==> config.mk <==
export PLATFORM = sky130hd
export DESIGN_NAME = x86_integer_alu_with_flags
export DESIGN_NICKNAME = d
export VERILOG_FILES = /design/src/x86alu_pkg.sv /design/src/x86alu_exec.sv /design/src/x86_integer_alu_with_flags.sv
export SDC_FILE = /design/constraint.sdc
export NUM_CORES = 1
export LEC_CHECK = 0
export BUFFER_PORTS_ARGS = -buffer_cell sky130_fd_sc_hd__buf_4
export CELL_PAD_IN_SITES_DETAIL_PLACEMENT = 1
export CELL_PAD_IN_SITES_GLOBAL_PLACEMENT = 1
export CORE_MARGIN = 2
export CORE_UTILIZATION = 50
export CTS_CLUSTER_DIAMETER = 120
export DETAILED_ROUTE_END_ITERATION = 8
export GPL_ROUTABILITY_DRIVEN = 0
export PLACE_DENSITY = 0.84
export SYNTH_ARGS = -nofsm -noshare
export SYNTH_HDL_FRONTEND = slang
export SYNTH_SLANG_ARGS = --single-unit
==> constraint.sdc <==
create_clock -name clock -period 11.37 [get_ports clock]
set_input_delay 0 -clock clock [delete_from_list [all_inputs] [get_ports clock]]
set_output_delay 0 -clock clock [all_outputs]
set_load 0.02 [all_outputs]
==> src/x86alu_pkg.sv <==
// ----------------------------------------------------------------------------
// x86alu_pkg
// Shared types and constants for the x86 integer ALU with flags: operation
// and source-kind codes, the decoded instruction and the execute result.
// ----------------------------------------------------------------------------
package x86alu_pkg;

   // register file geometry
   localparam int unsigned NumRegs   = 6;
   localparam int unsigned RegIdxW   = 3;
   localparam int unsigned DataW     = 32;
   localparam int unsigned CountW    = 5;
   localparam logic [DataW-1:0] MsbMask = 32'h8000_0000;

   // stream packing widths
   localparam int unsigned ReqDataW = 48;
   localparam int unsigned ReqUserW = 6;
   localparam int unsigned RspDataW = 40;
   localparam int unsigned RspUserW = 2;

   // operation codes
   typedef enum logic [2:0] {
      OP_MOV = 3'd0,
      OP_XOR = 3'd1,
      OP_CMP = 3'd2,
      OP_RCL = 3'd3,
      OP_SUB = 3'd4,
      OP_AND = 3'd5,
      OP_OR  = 3'd6,
      OP_SHR = 3'd7
   } op_type;

   // source kinds; code three is undefined and faults for operations that use a source
   typedef enum logic [1:0] {
      SRC_REG = 2'd0,
      SRC_MEM = 2'd1,
      SRC_IMM = 2'd2
   } src_kind_type;

   // one decoded instruction
   typedef struct packed {
      op_type                mode;
      logic                  dest_is_memory;
      logic [RegIdxW-1:0]    dest_reg;
      src_kind_type          src_kind;
      logic [RegIdxW-1:0]    src_reg;
      logic [DataW-1:0]      src_value;
      logic [CountW-1:0]     count;
   } instr_type;

   // execute result, including register write control
   typedef struct packed {
      logic [DataW-1:0]      result_value;
      logic                  mem_write;
      logic                  carry_flag;
      logic                  zero_flag;
      logic                  sign_flag;
      logic                  fault;
      logic                  reg_we;
   } exec_type;

   // architectural flags
   typedef struct packed {
      logic carry;
      logic zero;
      logic sign;
   } flags_type;

endpackage

==> src/x86alu_exec.sv <==
// ----------------------------------------------------------------------------
// x86alu_exec
// Combinational execute logic: operand checks, the eight operations, the
// 33-bit rotate through carry and the logical right shift, and flag update.
// ----------------------------------------------------------------------------
module x86alu_exec (
   input  x86alu_pkg::instr_type           instr,
   input  logic [x86alu_pkg::DataW-1:0]    src_reg_data,
   input  logic [x86alu_pkg::DataW-1:0]    dst_reg_data,
   input  x86alu_pkg::flags_type           flags,
   output x86alu_pkg::exec_type            res
);
   import x86alu_pkg::*;

   logic                    uses_src;
   logic                    imm_ok;
   logic                    src_fault;
   logic [DataW-1:0]        src;
   logic [DataW-1:0]        d;
   logic                    lt;
   logic [2*DataW+1:0]      rot_wide;
   logic [DataW:0]          rot;
   logic [DataW:0]          shr_wide;

   // operand legality
   always_comb begin
      uses_src = (instr.mode != OP_RCL) && (instr.mode != OP_SHR);
      imm_ok   = (instr.mode == OP_MOV) || (instr.mode == OP_AND) ||
                 (instr.mode == OP_OR);
      case (instr.src_kind)
         SRC_REG: src_fault = uses_src && (instr.src_reg >= RegIdxW'(NumRegs));
         SRC_MEM: src_fault = 1'b0;
         SRC_IMM: src_fault = uses_src && !imm_ok;
         default: src_fault = uses_src;
      endcase
      src = (instr.src_kind == SRC_REG) ? src_reg_data : instr.src_value;
   end

   // rotate {carry, dest} left by count over 33 bits
   assign d        = dst_reg_data;
   assign rot_wide = {flags.carry, d, flags.carry, d} << instr.count;
   assign rot      = rot_wide[2*DataW+1:DataW+1];
   // shift right; bit 0 holds the last bit shifted out
   assign shr_wide = {d, 1'b0} >> instr.count;
   assign lt       = (d < src);

   // operation select and flags
   always_comb begin
      res = '{
         result_value: '0,
         mem_write:    1'b0,
         carry_flag:   flags.carry,
         zero_flag:    flags.zero,
         sign_flag:    flags.sign,
         fault:        1'b0,
         reg_we:       1'b0
      };
      if (src_fault) begin
         res.fault = 1'b1;
      end else if (instr.dest_is_memory) begin
         if (instr.mode != OP_MOV) begin
            res.fault = 1'b1;
         end else begin
            res.result_value = src;
            res.mem_write    = 1'b1;
         end
      end else if (instr.dest_reg >= RegIdxW'(NumRegs)) begin
         res.fault = 1'b1;
      end else begin
         res.reg_we = 1'b1;
         unique case (instr.mode)
            OP_MOV: res.result_value = src;
            OP_XOR: res.result_value = d ^ src;
            OP_SUB: res.result_value = d - src;
            OP_AND: res.result_value = d & src;
            OP_OR:  res.result_value = d | src;
            OP_CMP: begin
               res.result_value = d;
               res.reg_we       = 1'b0;
               res.carry_flag   = lt;
               res.zero_flag    = (d == src);
               if (lt) begin
                  res.sign_flag = 1'b1;
               end
            end
            OP_RCL: begin
               res.result_value = rot[DataW-1:0];
               res.carry_flag   = rot[DataW];
            end
            OP_SHR: begin
               res.result_value = shr_wide[DataW:1];
               if (instr.count != '0) begin
                  res.carry_flag = shr_wide[0];
               end
            end
            default: res.result_value = d;
         endcase
      end
   end

endmodule

==> src/x86_integer_alu_with_flags.sv <==
// ----------------------------------------------------------------------------
// x86_integer_alu_with_flags
// 32-bit integer execute unit with a six-entry register file and carry,
// zero and sign flags, fed by and answering on streaming channels.
// ----------------------------------------------------------------------------
// Usage:
//   req_* carries one instruction per transaction; rsp_* returns exactly one
//   result per instruction, in order. A mov to memory returns the value to
//   store with mem_write set; an illegal operand combination returns fault
//   with a zero value and changes no register or flag.
//   The input register is loaded when a request is accepted, and the result
//   register is loaded from it once the result register is empty or taken.
//   Throughput: one instruction per cycle while rsp_tready is not held low;
//   the register file read is registered and bypassed from the instruction
//   leaving the execute stage, so dependent instructions issue back to back.
//   Reset clears the flags and both valid bits; register contents are
//   undefined until written.
//   When rsp_tready is low the result register holds; one more instruction
//   waits in the input register, after which req_tready drops.
// ----------------------------------------------------------------------------
module x86_integer_alu_with_flags (
   input  logic                               clock,
   input  logic                               reset,
   // request: tdata = dest_reg[2:0], src_reg[5:3], src_value[37:6],
   //          count[42:38], zero pad[47:43]
   //          tuser = mode[2:0], dest_is_memory[3], src_kind[5:4]
   input  logic                               req_tvalid,
   output logic                               req_tready,
   input  logic [x86alu_pkg::ReqDataW-1:0]    req_tdata,
   input  logic [x86alu_pkg::ReqUserW-1:0]    req_tuser,
   // response: tdata = result_value[31:0], carry_flag[32], zero_flag[33],
   //           sign_flag[34], zero pad[39:35]
   //           tuser = mem_write[0], fault[1]
   output logic                               rsp_tvalid,
   input  logic                               rsp_tready,
   output logic [x86alu_pkg::RspDataW-1:0]    rsp_tdata,
   output logic [x86alu_pkg::RspUserW-1:0]    rsp_tuser
);
   import x86alu_pkg::*;

   instr_type          req_instr;
   logic               req_accept;
   logic               exe_adv;
   logic               rsp_free;

   instr_type          instr_ff;
   logic               exe_valid_ff,   exe_valid_in;
   logic [DataW-1:0]   src_data_ff;
   logic [DataW-1:0]   dst_data_ff;
   flags_type          flags_ff,       flags_in;
   exec_type           res;
   exec_type           rsp_ff;
   logic               rsp_valid_ff,   rsp_valid_in;

   logic [DataW-1:0]   regs [NumRegs];
   logic               wr_en;
   logic [RegIdxW-1:0] wr_addr;
   logic [RegIdxW-1:0] src_rd_addr;
   logic [RegIdxW-1:0] dst_rd_addr;

   // unpack request transaction
   assign req_instr = '{
      mode:           op_type'(req_tuser[2:0]),
      dest_is_memory: req_tuser[3],
      dest_reg:       req_tdata[2:0],
      src_kind:       src_kind_type'(req_tuser[5:4]),
      src_reg:        req_tdata[5:3],
      src_value:      req_tdata[37:6],
      count:          req_tdata[42:38]
   };

   // handshake and stage advance
   assign rsp_free   = !rsp_valid_ff || rsp_tready;
   assign exe_adv    = exe_valid_ff && rsp_free;
   assign req_tready = !exe_valid_ff || exe_adv;
   assign req_accept = req_tvalid && req_tready;

   assign exe_valid_in = req_accept ? 1'b1 : (exe_adv ? 1'b0 : exe_valid_ff);
   assign rsp_valid_in = exe_adv ? 1'b1 : (rsp_tready ? 1'b0 : rsp_valid_ff);
   assign flags_in     = exe_adv ? flags_type'{carry: res.carry_flag, zero: res.zero_flag,
                                               sign: res.sign_flag} : flags_ff;

   // register write from the instruction leaving execute
   assign wr_en   = exe_adv && res.reg_we;
   assign wr_addr = instr_ff.dest_reg;

   // out-of-range indexes fault downstream; read entry zero instead
   assign src_rd_addr = (req_instr.src_reg < RegIdxW'(NumRegs)) ? req_instr.src_reg : '0;
   assign dst_rd_addr = (req_instr.dest_reg < RegIdxW'(NumRegs)) ? req_instr.dest_reg : '0;

   // control registers
   always_ff @(posedge clock) begin
      if (reset) begin
         exe_valid_ff <= 1'b0;
         rsp_valid_ff <= 1'b0;
         flags_ff     <= '0;
      end else begin
         exe_valid_ff <= exe_valid_in;
         rsp_valid_ff <= rsp_valid_in;
         flags_ff     <= flags_in;
      end
   end

   // register file: write port and two registered read ports with bypass
   always_ff @(posedge clock) begin
      if (wr_en) begin
         regs[wr_addr] <= res.result_value;
      end
      if (req_accept) begin
         instr_ff    <= req_instr;
         src_data_ff <= (wr_en && wr_addr == src_rd_addr) ? res.result_value
                                                          : regs[src_rd_addr];
         dst_data_ff <= (wr_en && wr_addr == dst_rd_addr) ? res.result_value
                                                          : regs[dst_rd_addr];
      end
   end

   // execute
   x86alu_exec u_exec (
      .instr        (instr_ff),
      .src_reg_data (src_data_ff),
      .dst_reg_data (dst_data_ff),
      .flags        (flags_ff),
      .res          (res)
   );

   // result register
   always_ff @(posedge clock) begin
      if (exe_adv) begin
         rsp_ff <= res;
      end
   end

   // pack response transaction
   assign rsp_tvalid = rsp_valid_ff;
   assign rsp_tdata  = {5'b0, rsp_ff.sign_flag, rsp_ff.zero_flag, rsp_ff.carry_flag,
                        rsp_ff.result_value};
   assign rsp_tuser  = {rsp_ff.fault, rsp_ff.mem_write};

endmodule
==> reports/metrics.yaml, run 1 <==
outcome: "completed"
p_leak_nw: 9.38
netlist.area_leader.share: 0.447
slew_violations: 0
r2r-start: "instr_ff[40]"
yosysTopAreaCell: "edfxtp_1"
holdPathStages: 2
hp-class: "in2reg"
synth_most_common_cell: "edfxtp_1"
antenna_left: 0
dp_hpwl_um: 57300
antenna_found_initial: 0
crit_fanout: 16
syn_to_final_growth_pct: 12.2
worstMarginPinSlew_ns: 1.43
first_pass_iters: 7
initial_core_util: 0.506
final_nets: 2228
yosys-top-cells-count: "edfxtp_1, nand2_1, mux2_2"
cts_tree: "built"
min_period_ns: 5.69
fp.dieH_um: 218
cts_buffers: 38
routedWlPerCell_um: 31.3
clock_skew_ns: 0.0236
htreeDepth: 2
final_cells: 2755
synth-edff-count: 341
irDropWorstVdd_v: 0.000119
cp.buffers_inverters: 1
reg2reg_to: "rsp_tdata[15]"
routed_wl_um: 86300
ys_warn_count: 0
diodes: 0
power.total_mw: 3.62
rsz0062_at_grt: "no"
netlist_area_mm2: 0.0229
cts_max_path_buffers: 3
num_rows: 78
routed-via-count: 19700
post-route-drc-count: 0
avgSynthCellArea_um2: 11.0
core-area_mm2: 0.0453
reg2regPathDepth: 14
ios: 102
numPlacedInstances: 2637
post_cts_resized: 0
timing.final.crit_share: 0.500
max_stage_delay_ns: 0.66
synth.area.top_cells: "edfxtp_1, mux2_2, mux4_2"
start_kind: "flop"
drt_iter0_markers: 2698
io_buffer_count: 91
grt.total_usage: 0.360
max_clock_freq_mhz: 176
slew-limit-headroom: 0.0414
critPathCaptureType: "flop"
grt_pass1_wl_um: 129000
crit_required_ns: 11.64
cts_root_buffer: "clkbuf_16"
ys_ff_latch: 346
hold_viol: 0
clk_latency_ns: 0.57
critPathArrivalTime_ns: 5.96
power_density_mw_per_mm2: 141
setup_viol: 0
synth-seq-area-share: 0.451
overflow: 0
critPathKind: "reg2reg"
min_from: "req_tdata[32]"
path_cells: "or2_1 -> buf_4 -> o21ai_0 -> ha_1 -> or4_1 -> or2_1 -> o221ai_1 -> o21ai_1 -> a311oi_2 -> a21boi_1 -> xor2_1 -> a221oi_1 -> o21ai_1 -> nor2b_1"
clock-sinks: 346
r2r_slack_ns: 5.68
viasPerCell: 7.15
fin_setup_tns_ns: 0
clk_pin_slew_ns: 0.07
maxCapViolCount: 0
synth-main-ff-cell: "edfxtp_1"
grt_pass1_vias: 19900
syn_inst: 2078
final_layout_size_suffix_gt1_frac: 0.219
min_to: "instr_ff[31]"
die_area_mm2: 0.0476
cp_top_family: "compound AO/OA/AOI/OAI gates"
slowest_stage: "edfxtp_1"
grt_max_degree: 72
ys_types: 89
async_flop_share: 0
die_w_um: 218
metal layers:
metal / global-route usage / wire [um]
met1: 0.472 / 32900
met2: 0.569 / 40000
met3: 0.0625 / 8170
met4: 0.198 / 5310
met5: 0 / 0
report_power, final:
group	switching [mW]	total [mW]	internal, mW
clock	0.527	1.27	0.740
sequential	0.0603	1.52	1.46
combinational	0.519	0.829	0.310
layout make-up:
type,instances,area (um2)
Multi-Input combinational cell,1492,11600
Sequential cell,346,10300
Tap cell,600,751
Timing Repair Buffer,194,1580
Fill cell,4736,19600
Clock buffer,46,1000
Inverter,56,210
Clock inverter,21,226
logic make-up after synthesis:
group	synth area share
other cells	0.000164
mux	0.192
compound gates	0.176
fa+ha+maj	0.0229
xor+xnor	0.00955
buf+inv	0.0455
simple gates	0.103
flops	0.451
state kept, by name, summed over array words and instances (netlist names):
signal and count:
instr_ff 45, rsp_tvalid 1, regs 192, wr_addr 3
dst_data_ff 32, rsp_tuser 2, flags_ff 3, src_data_ff 32
rsp_tdata 35, exe_valid_ff 1
layout by cell type (no fill, tap or decap), types with 7 or more instances in the layout:
cell type / netlist / routed
a21o_1: 58 / 58
a21oi_1: 91 / 91
a221oi_1: 24 / 24
a22oi_1: 20 / 20
a2bb2oi_1: 9 / 9
a311oi_1: 57 / 57
a31oi_1: 28 / 28
and2_1: 9 / 8
and3_1: 9 / 9
buf_4: 9 / 143
clkbuf_1: 128 / 7
clkbuf_16: 0 / 39
clkinv_1: 4 / 12
dlygate4sd3_1: 0 / 51
edfxtp_1: 341 / 341
ha_1: 42 / 42
inv_1: 52 / 51
mux2_2: 163 / 163
mux2i_1: 107 / 107
mux4_2: 66 / 66
nand2_1: 230 / 230
nand2b_1: 13 / 13
nand3_1: 37 / 37
nor2_1: 110 / 109
nor2b_1: 16 / 16
nor3_1: 18 / 16
nor4_1: 11 / 9
o211ai_1: 12 / 12
o21ai_0: 66 / 66
o21ai_1: 29 / 29
o21bai_1: 8 / 7
o221ai_1: 27 / 27
o22ai_1: 73 / 73
or2_2: 7 / 7
or3b_1: 14 / 14
xnor2_1: 17 / 17
xor2_1: 8 / 8
worst register-to-register path, delay by kind of cell (launching register included):
family | cells | cell delay (ns)
compound gates | 7 | 2.02
fa+ha+maj | 1 | 0.42
buf+inv | 1 | 0.27
simple gates | 4 | 1.89
flops | 1 | 0.66
xor+xnor | 1 | 0.15
timing repair:
item                                   4_1_cts  5_1_grt
endpoints found under the hold margin       53        0
hold buffers                                51        0
setup buffers                                0        0
through the flow:
step / util / hold slack, ns / worst slack, ns / instance area, um2
after floorplan: - / 0.0721 / 6.56 / 22900
after global placement: 0.530 / 0.179 / 6.18 / 24000
after detailed placement: 0.530 / 0.180 / 5.98 / 24000
after CTS: 0.568 / 0.136 / 5.92 / 25700
after global routing: 0.568 / 0.158 / 5.57 / 25700
final: 0.568 / 0.150 / 5.68 / 25700
how the worst max path moves through the flow:
stage,start,to,slack (ns),depth (start not counted)
after global routing,instr_ff[40],regs[0][18],5.57,13
after CTS,instr_ff[40],regs[2][15],5.92,14
after detailed placement,instr_ff[40],regs[4][15],5.98,14
final,instr_ff[40],rsp_tdata[15],5.68,14
after global placement,instr_ff[40],rsp_tdata[15],6.18,14
after floorplan,instr_ff[41],regs[5][0],6.56,10
No activity file was read; power rests on OpenSTA's default activity.
==> run 2: changes to the inputs <==
- clock period: 11.37 -> 5.5 ns (I/O delays scaled with it)
==> reports/metrics.yaml, run 2 (same netlist as run 1, synthesis figures left out) <==
irDropWorstVdd_v: 0.000385
slew_violations: 0
timing.final.crit_share: 0.928
final_cells: 2757
io_buffer_count: 91
grt_max_degree: 71
antenna_found_initial: 2
ios: 102
final_layout_size_suffix_gt1_frac: 0.223
maxCapViolCount: 0
die_w_um: 218
setup_viol: 0
hp-class: "in2reg"
die_area_mm2: 0.0476
cts_buffers: 38
nFillCells: 4765
largest-register: "regs"
initial_core_util: 0.506
htreeDepth: 2
cts_setup_buffers: 0
final_nets: 2232
p_leak_nw: 9.37
clk_latency_ns: 0.56
design_area_mm2: 0.0257
num_rows: 78
outcome: "completed"
drt_iter0_markers: 2414
grt_pass1_wl_um: 128000
final_common_cell: "edfxtp_1"
critPathCaptureType: "flop"
viasPerCell: 7.09
largest_reg_flops: 192
routed-via-count: 19600
antenna_left: 0
max_clock_freq_mhz: 196
clock_skew_ns: 0.0270
worstMarginPinSlew_ns: 1.31
critPathArrivalTime_ns: 5.35
grt.total_usage: 0.359
clk_pin_slew_ns: 0.06
post_cts_resized: 0
clock-sinks: 346
cts_tree: "built"
ctsHoldBuffers: 50
routedWlPerCell_um: 31.1
detailedPlace.worstSlack_ns: 0.692
core-area_mm2: 0.0453
whs_ns: 0.162
register_area_mm2: 0.0103
rsz0062_at_grt: "no"
dp_hpwl_um: 56600
min_period_ns: 5.10
multiInputGateArea_mm2: 0.0116
cts_root_buffer: "clkbuf_16"
cts_max_path_buffers: 3
power_density_mw_per_mm2: 282
fp.dieH_um: 218
numPlacedInstances: 2642
start_kind: "flop"
post-route-drc-count: 0
layout_common_cells: "edfxtp_1, nand2_1, mux2_2, buf_4, nor2_1"
crit_required_ns: 5.74
setup_ws_ns: 0.397
place_area_mm2: 0.0241
slew-limit-headroom: 0.118
overflow: 0
syn_to_final_growth_pct: 12.1
fin_setup_tns_ns: 0
crit_fanout: 11
critPathKind: "reg2reg"
hold_viol: 0
diodes: 0
routed_wl_um: 85600
first_pass_iters: 5
grt_pass1_vias: 20000
## run 2: metal layers
| layer | GRT usage | up-vias | wire, um |
|---|---|---|---|
| li1 | - | 8186 | - |
| met1 | 0.465 | 9761 | 32500 |
| met2 | 0.563 | 1292 | 39100 |
| met3 | 0.0689 | 316 | 8590 |
| met4 | 0.208 | 2 | 5350 |
| met5 | 0 | - | 13 |
## run 2: final cells by class
| class | count | area share |
|---|---|---|
| inverter | 56 | 0.00818 |
| multi-input combinational | 1492 | 0.452 |
| tap | 600 | 0.0292 |
| sequential | 346 | 0.402 |
| clock inverter | 18 | 0.00497 |
| timing repair buffer | 198 | 0.0647 |
| clock buffer | 47 | 0.0383 |
## run 2: worst paths after layout
kind / startpoint / to / slack, ns / depth (start not counted)
max: instr_ff[41] / regs[1][30] / 0.40 / 14
min: req_tdata[25] / instr_ff[24] / 0.16 / 2
max reg2reg: instr_ff[41] / regs[1][30] / 0.40 / 14
min reg2reg: flags_ff[0] / flags_ff[0] / 0.49 / 2
## run 2: critical path: stages, from the launching register on
cell,delay (ns)
edfxtp_1,0.51
buf_4,0.24
nor2_8,0.32
mux2i_1,0.34
inv_1,0.15
ha_1,0.38
or3_1,0.41
nor4_1,0.38
a31oi_1,0.26
a21boi_2,0.28
o21ai_1,0.16
a211oi_1,0.39
o21ai_0,0.13
a21o_1,0.20
a21oi_1,0.63
## run 2: power by group
| part | switching, mW | internal, mW | total (mW) |
|---|---|---|---|
| combinational | 1.05 | 0.644 | 1.70 |
| sequential | 0.139 | 3.02 | 3.16 |
| clock | 1.06 | 1.32 | 2.38 |
| total | 2.26 | 4.99 | 7.25 |
## run 2: metrics by stage
step | utilization | power (mW)
after detailed placement | 0.532 | 4.80
after global routing | 0.567 | 7.45
after global placement | 0.532 | 4.73
final | 0.567 | 7.25
after floorplan | - | 4.25
after CTS | 0.567 | 7.16
==> run 3: changes to the inputs <==
- PLACE_DENSITY: 0.84 -> default
- PLACE_DENSITY_LB_ADDON: default -> 0.1
==> reports/metrics.yaml, run 3 (same netlist as run 1, synthesis figures left out) <==
final_layout_size_suffix_gt1_frac: 0.230
maxCapViolCount: 0
cts_max_path_buffers: 3
syn_to_final_growth_pct: 13.0
cts_setup_buffers: 0
die_area_mm2: 0.0476
cts_tree: "built"
rsz0062_at_grt: "no"
reg2reg_to: "regs[3][20]"
antenna_found_initial: 0
cp_num_cells: 14
viasPerCell: 6.86
cp.buffers_inverters: 2
critPathCaptureType: "flop"
clock_skew_ns: 0.0487
crit_start: "instr_ff[40]"
grtUsageMet1: 0.463
gr-usage-met3: 0.0610
busiest_layer: "met2"
diodes: 0
largest-register: "regs"
cts_buffers: 40
critPathKind: "reg2reg"
overflow: 0
grt_max_degree: 67
die_w_um: 218
core-area_mm2: 0.0453
post-route-drc-count: 0
outcome: "completed"
power_density_mw_per_mm2: 287
hp-class: "in2reg"
dp_hpwl_um: 58700
max_clock_freq_mhz: 203
io_buffer_count: 91
crit_required_ns: 5.79
worstMarginPinSlew_ns: 1.17
worstSetupEndpoint: "regs[3][20]"
slowest_stage: "nor2b_1"
use_met2: 0.568
routed_wl_um: 84200
reg2regPathDepth: 14
num_rows: 78
initial_core_util: 0.506
cts_root_buffer: "clkbuf_16"
r2r_slack_ns: 0.57
slew_violations: 0
drt_iter0_markers: 2073
clk_pin_slew_ns: 0.07
routedWlPerCell_um: 30.4
path_cells: "buf_4 -> nor2_8 -> mux2i_1 -> inv_1 -> ha_1 -> or3_1 -> nor4_1 -> a31oi_1 -> a21boi_2 -> nor2_1 -> xnor2_1 -> nand2b_1 -> a221oi_2 -> nor2b_1"
r2r-start: "instr_ff[40]"
routed-via-count: 19000
htreeDepth: 2
min_period_ns: 4.93
timing.final.crit_share: 0.897
final_nets: 2243
max_stage_delay_ns: 0.55
fp.dieH_um: 218
grt_pass1_wl_um: 125000
antenna_left: 0
hold_viol: 0
p_leak_nw: 9.47
grt.total_usage: 0.354
power.total_mw: 7.45
critPathArrivalTime_ns: 5.22
crit_fanout: 18
cp_top_family: "simple AND/OR/NAND/NOR gates"
slew-limit-headroom: 0.215
irDropWorstVdd_v: 0.000328
layout_common_cells: "edfxtp_1, nand2_1, mux2_2, buf_4, nor2_1"
final_common_cell: "edfxtp_1"
clock-sinks: 346
largest_reg_flops: 192
first_pass_iters: 7
setup_viol: 0
fin_setup_tns_ns: 0
grt_pass1_vias: 19600
start_kind: "flop"
clk_latency_ns: 0.58
ios: 102
==> run 3: changes by cell type in the layout (fill, tap and decap cells not counted), sizes merged <==
cell,change
buf,+8
clkinvlp,+3
clkinv,-2
bufinv,+1
clkbuf,+1
dlygate4sd3,+1
==> run 3: layer usage <==
metal,vias up,share of wire
met5,-,0
met1,9588,0.39
li1,8204,-
met4,0,0.054
met2,967,0.47
met3,226,0.084
==> run 3: stage by stage <==
stage / setup slack [ns] / utilization / hold WS [ns] / std cells / area (um2)
after floorplan: 0.692 / - / 0.0721 / 2082 / 22900
after global placement: 0.872 / 0.533 / 0.179 / 2650 / 24100
after detailed placement: 0.643 / 0.533 / 0.180 / 2650 / 24100
after CTS: 0.658 / 0.572 / 0.116 / 2769 / 25900
after global routing: 0.310 / 0.572 / 0.140 / 2769 / 25900
final: 0.568 / 0.572 / 0.142 / 2769 / 25900
==> run 3: repair_timing <==
action / CTS / global route
hold endpoints to repair: 52 / 0
setup endpoints to repair: 0 / 0
hold buffers: 51 / 0
resized for setup: 0 / 0
==> run 3: worst min path at each step <==
stage / startpoint / end / slack [ns] / depth (start not counted)
global route: req_tdata[36] / instr_ff[35] / 0.14 / 2
detailed placement: req_tdata[23] / instr_ff[22] / 0.18 / 1
finish: req_tdata[41] / instr_ff[3] / 0.14 / 2
CTS: req_tdata[40] / instr_ff[2] / 0.12 / 2
global placement: req_tdata[7] / instr_ff[6] / 0.18 / 1
floorplan: reset / flags_ff[2] / 0.07 / 1
==> run 3: where the power goes <==
| part | total (mW) | internal [mW] | switching, mW |
|---|---|---|---|
| sequential | 3.15 | 3.02 | 0.123 |
| combinational | 1.71 | 0.648 | 1.06 |
| clock | 2.59 | 1.49 | 1.10 |
==> run 3: cell type report <==
cell class              count  area (um2)
flip-flops and latches    346       10300
repair buffers            207        1730
clock inverters            20         194
well taps                 600         751
fillers                  4686       19400
inverters                  56         210
clock buffers              48        1070
multi-input cells        1492       11600
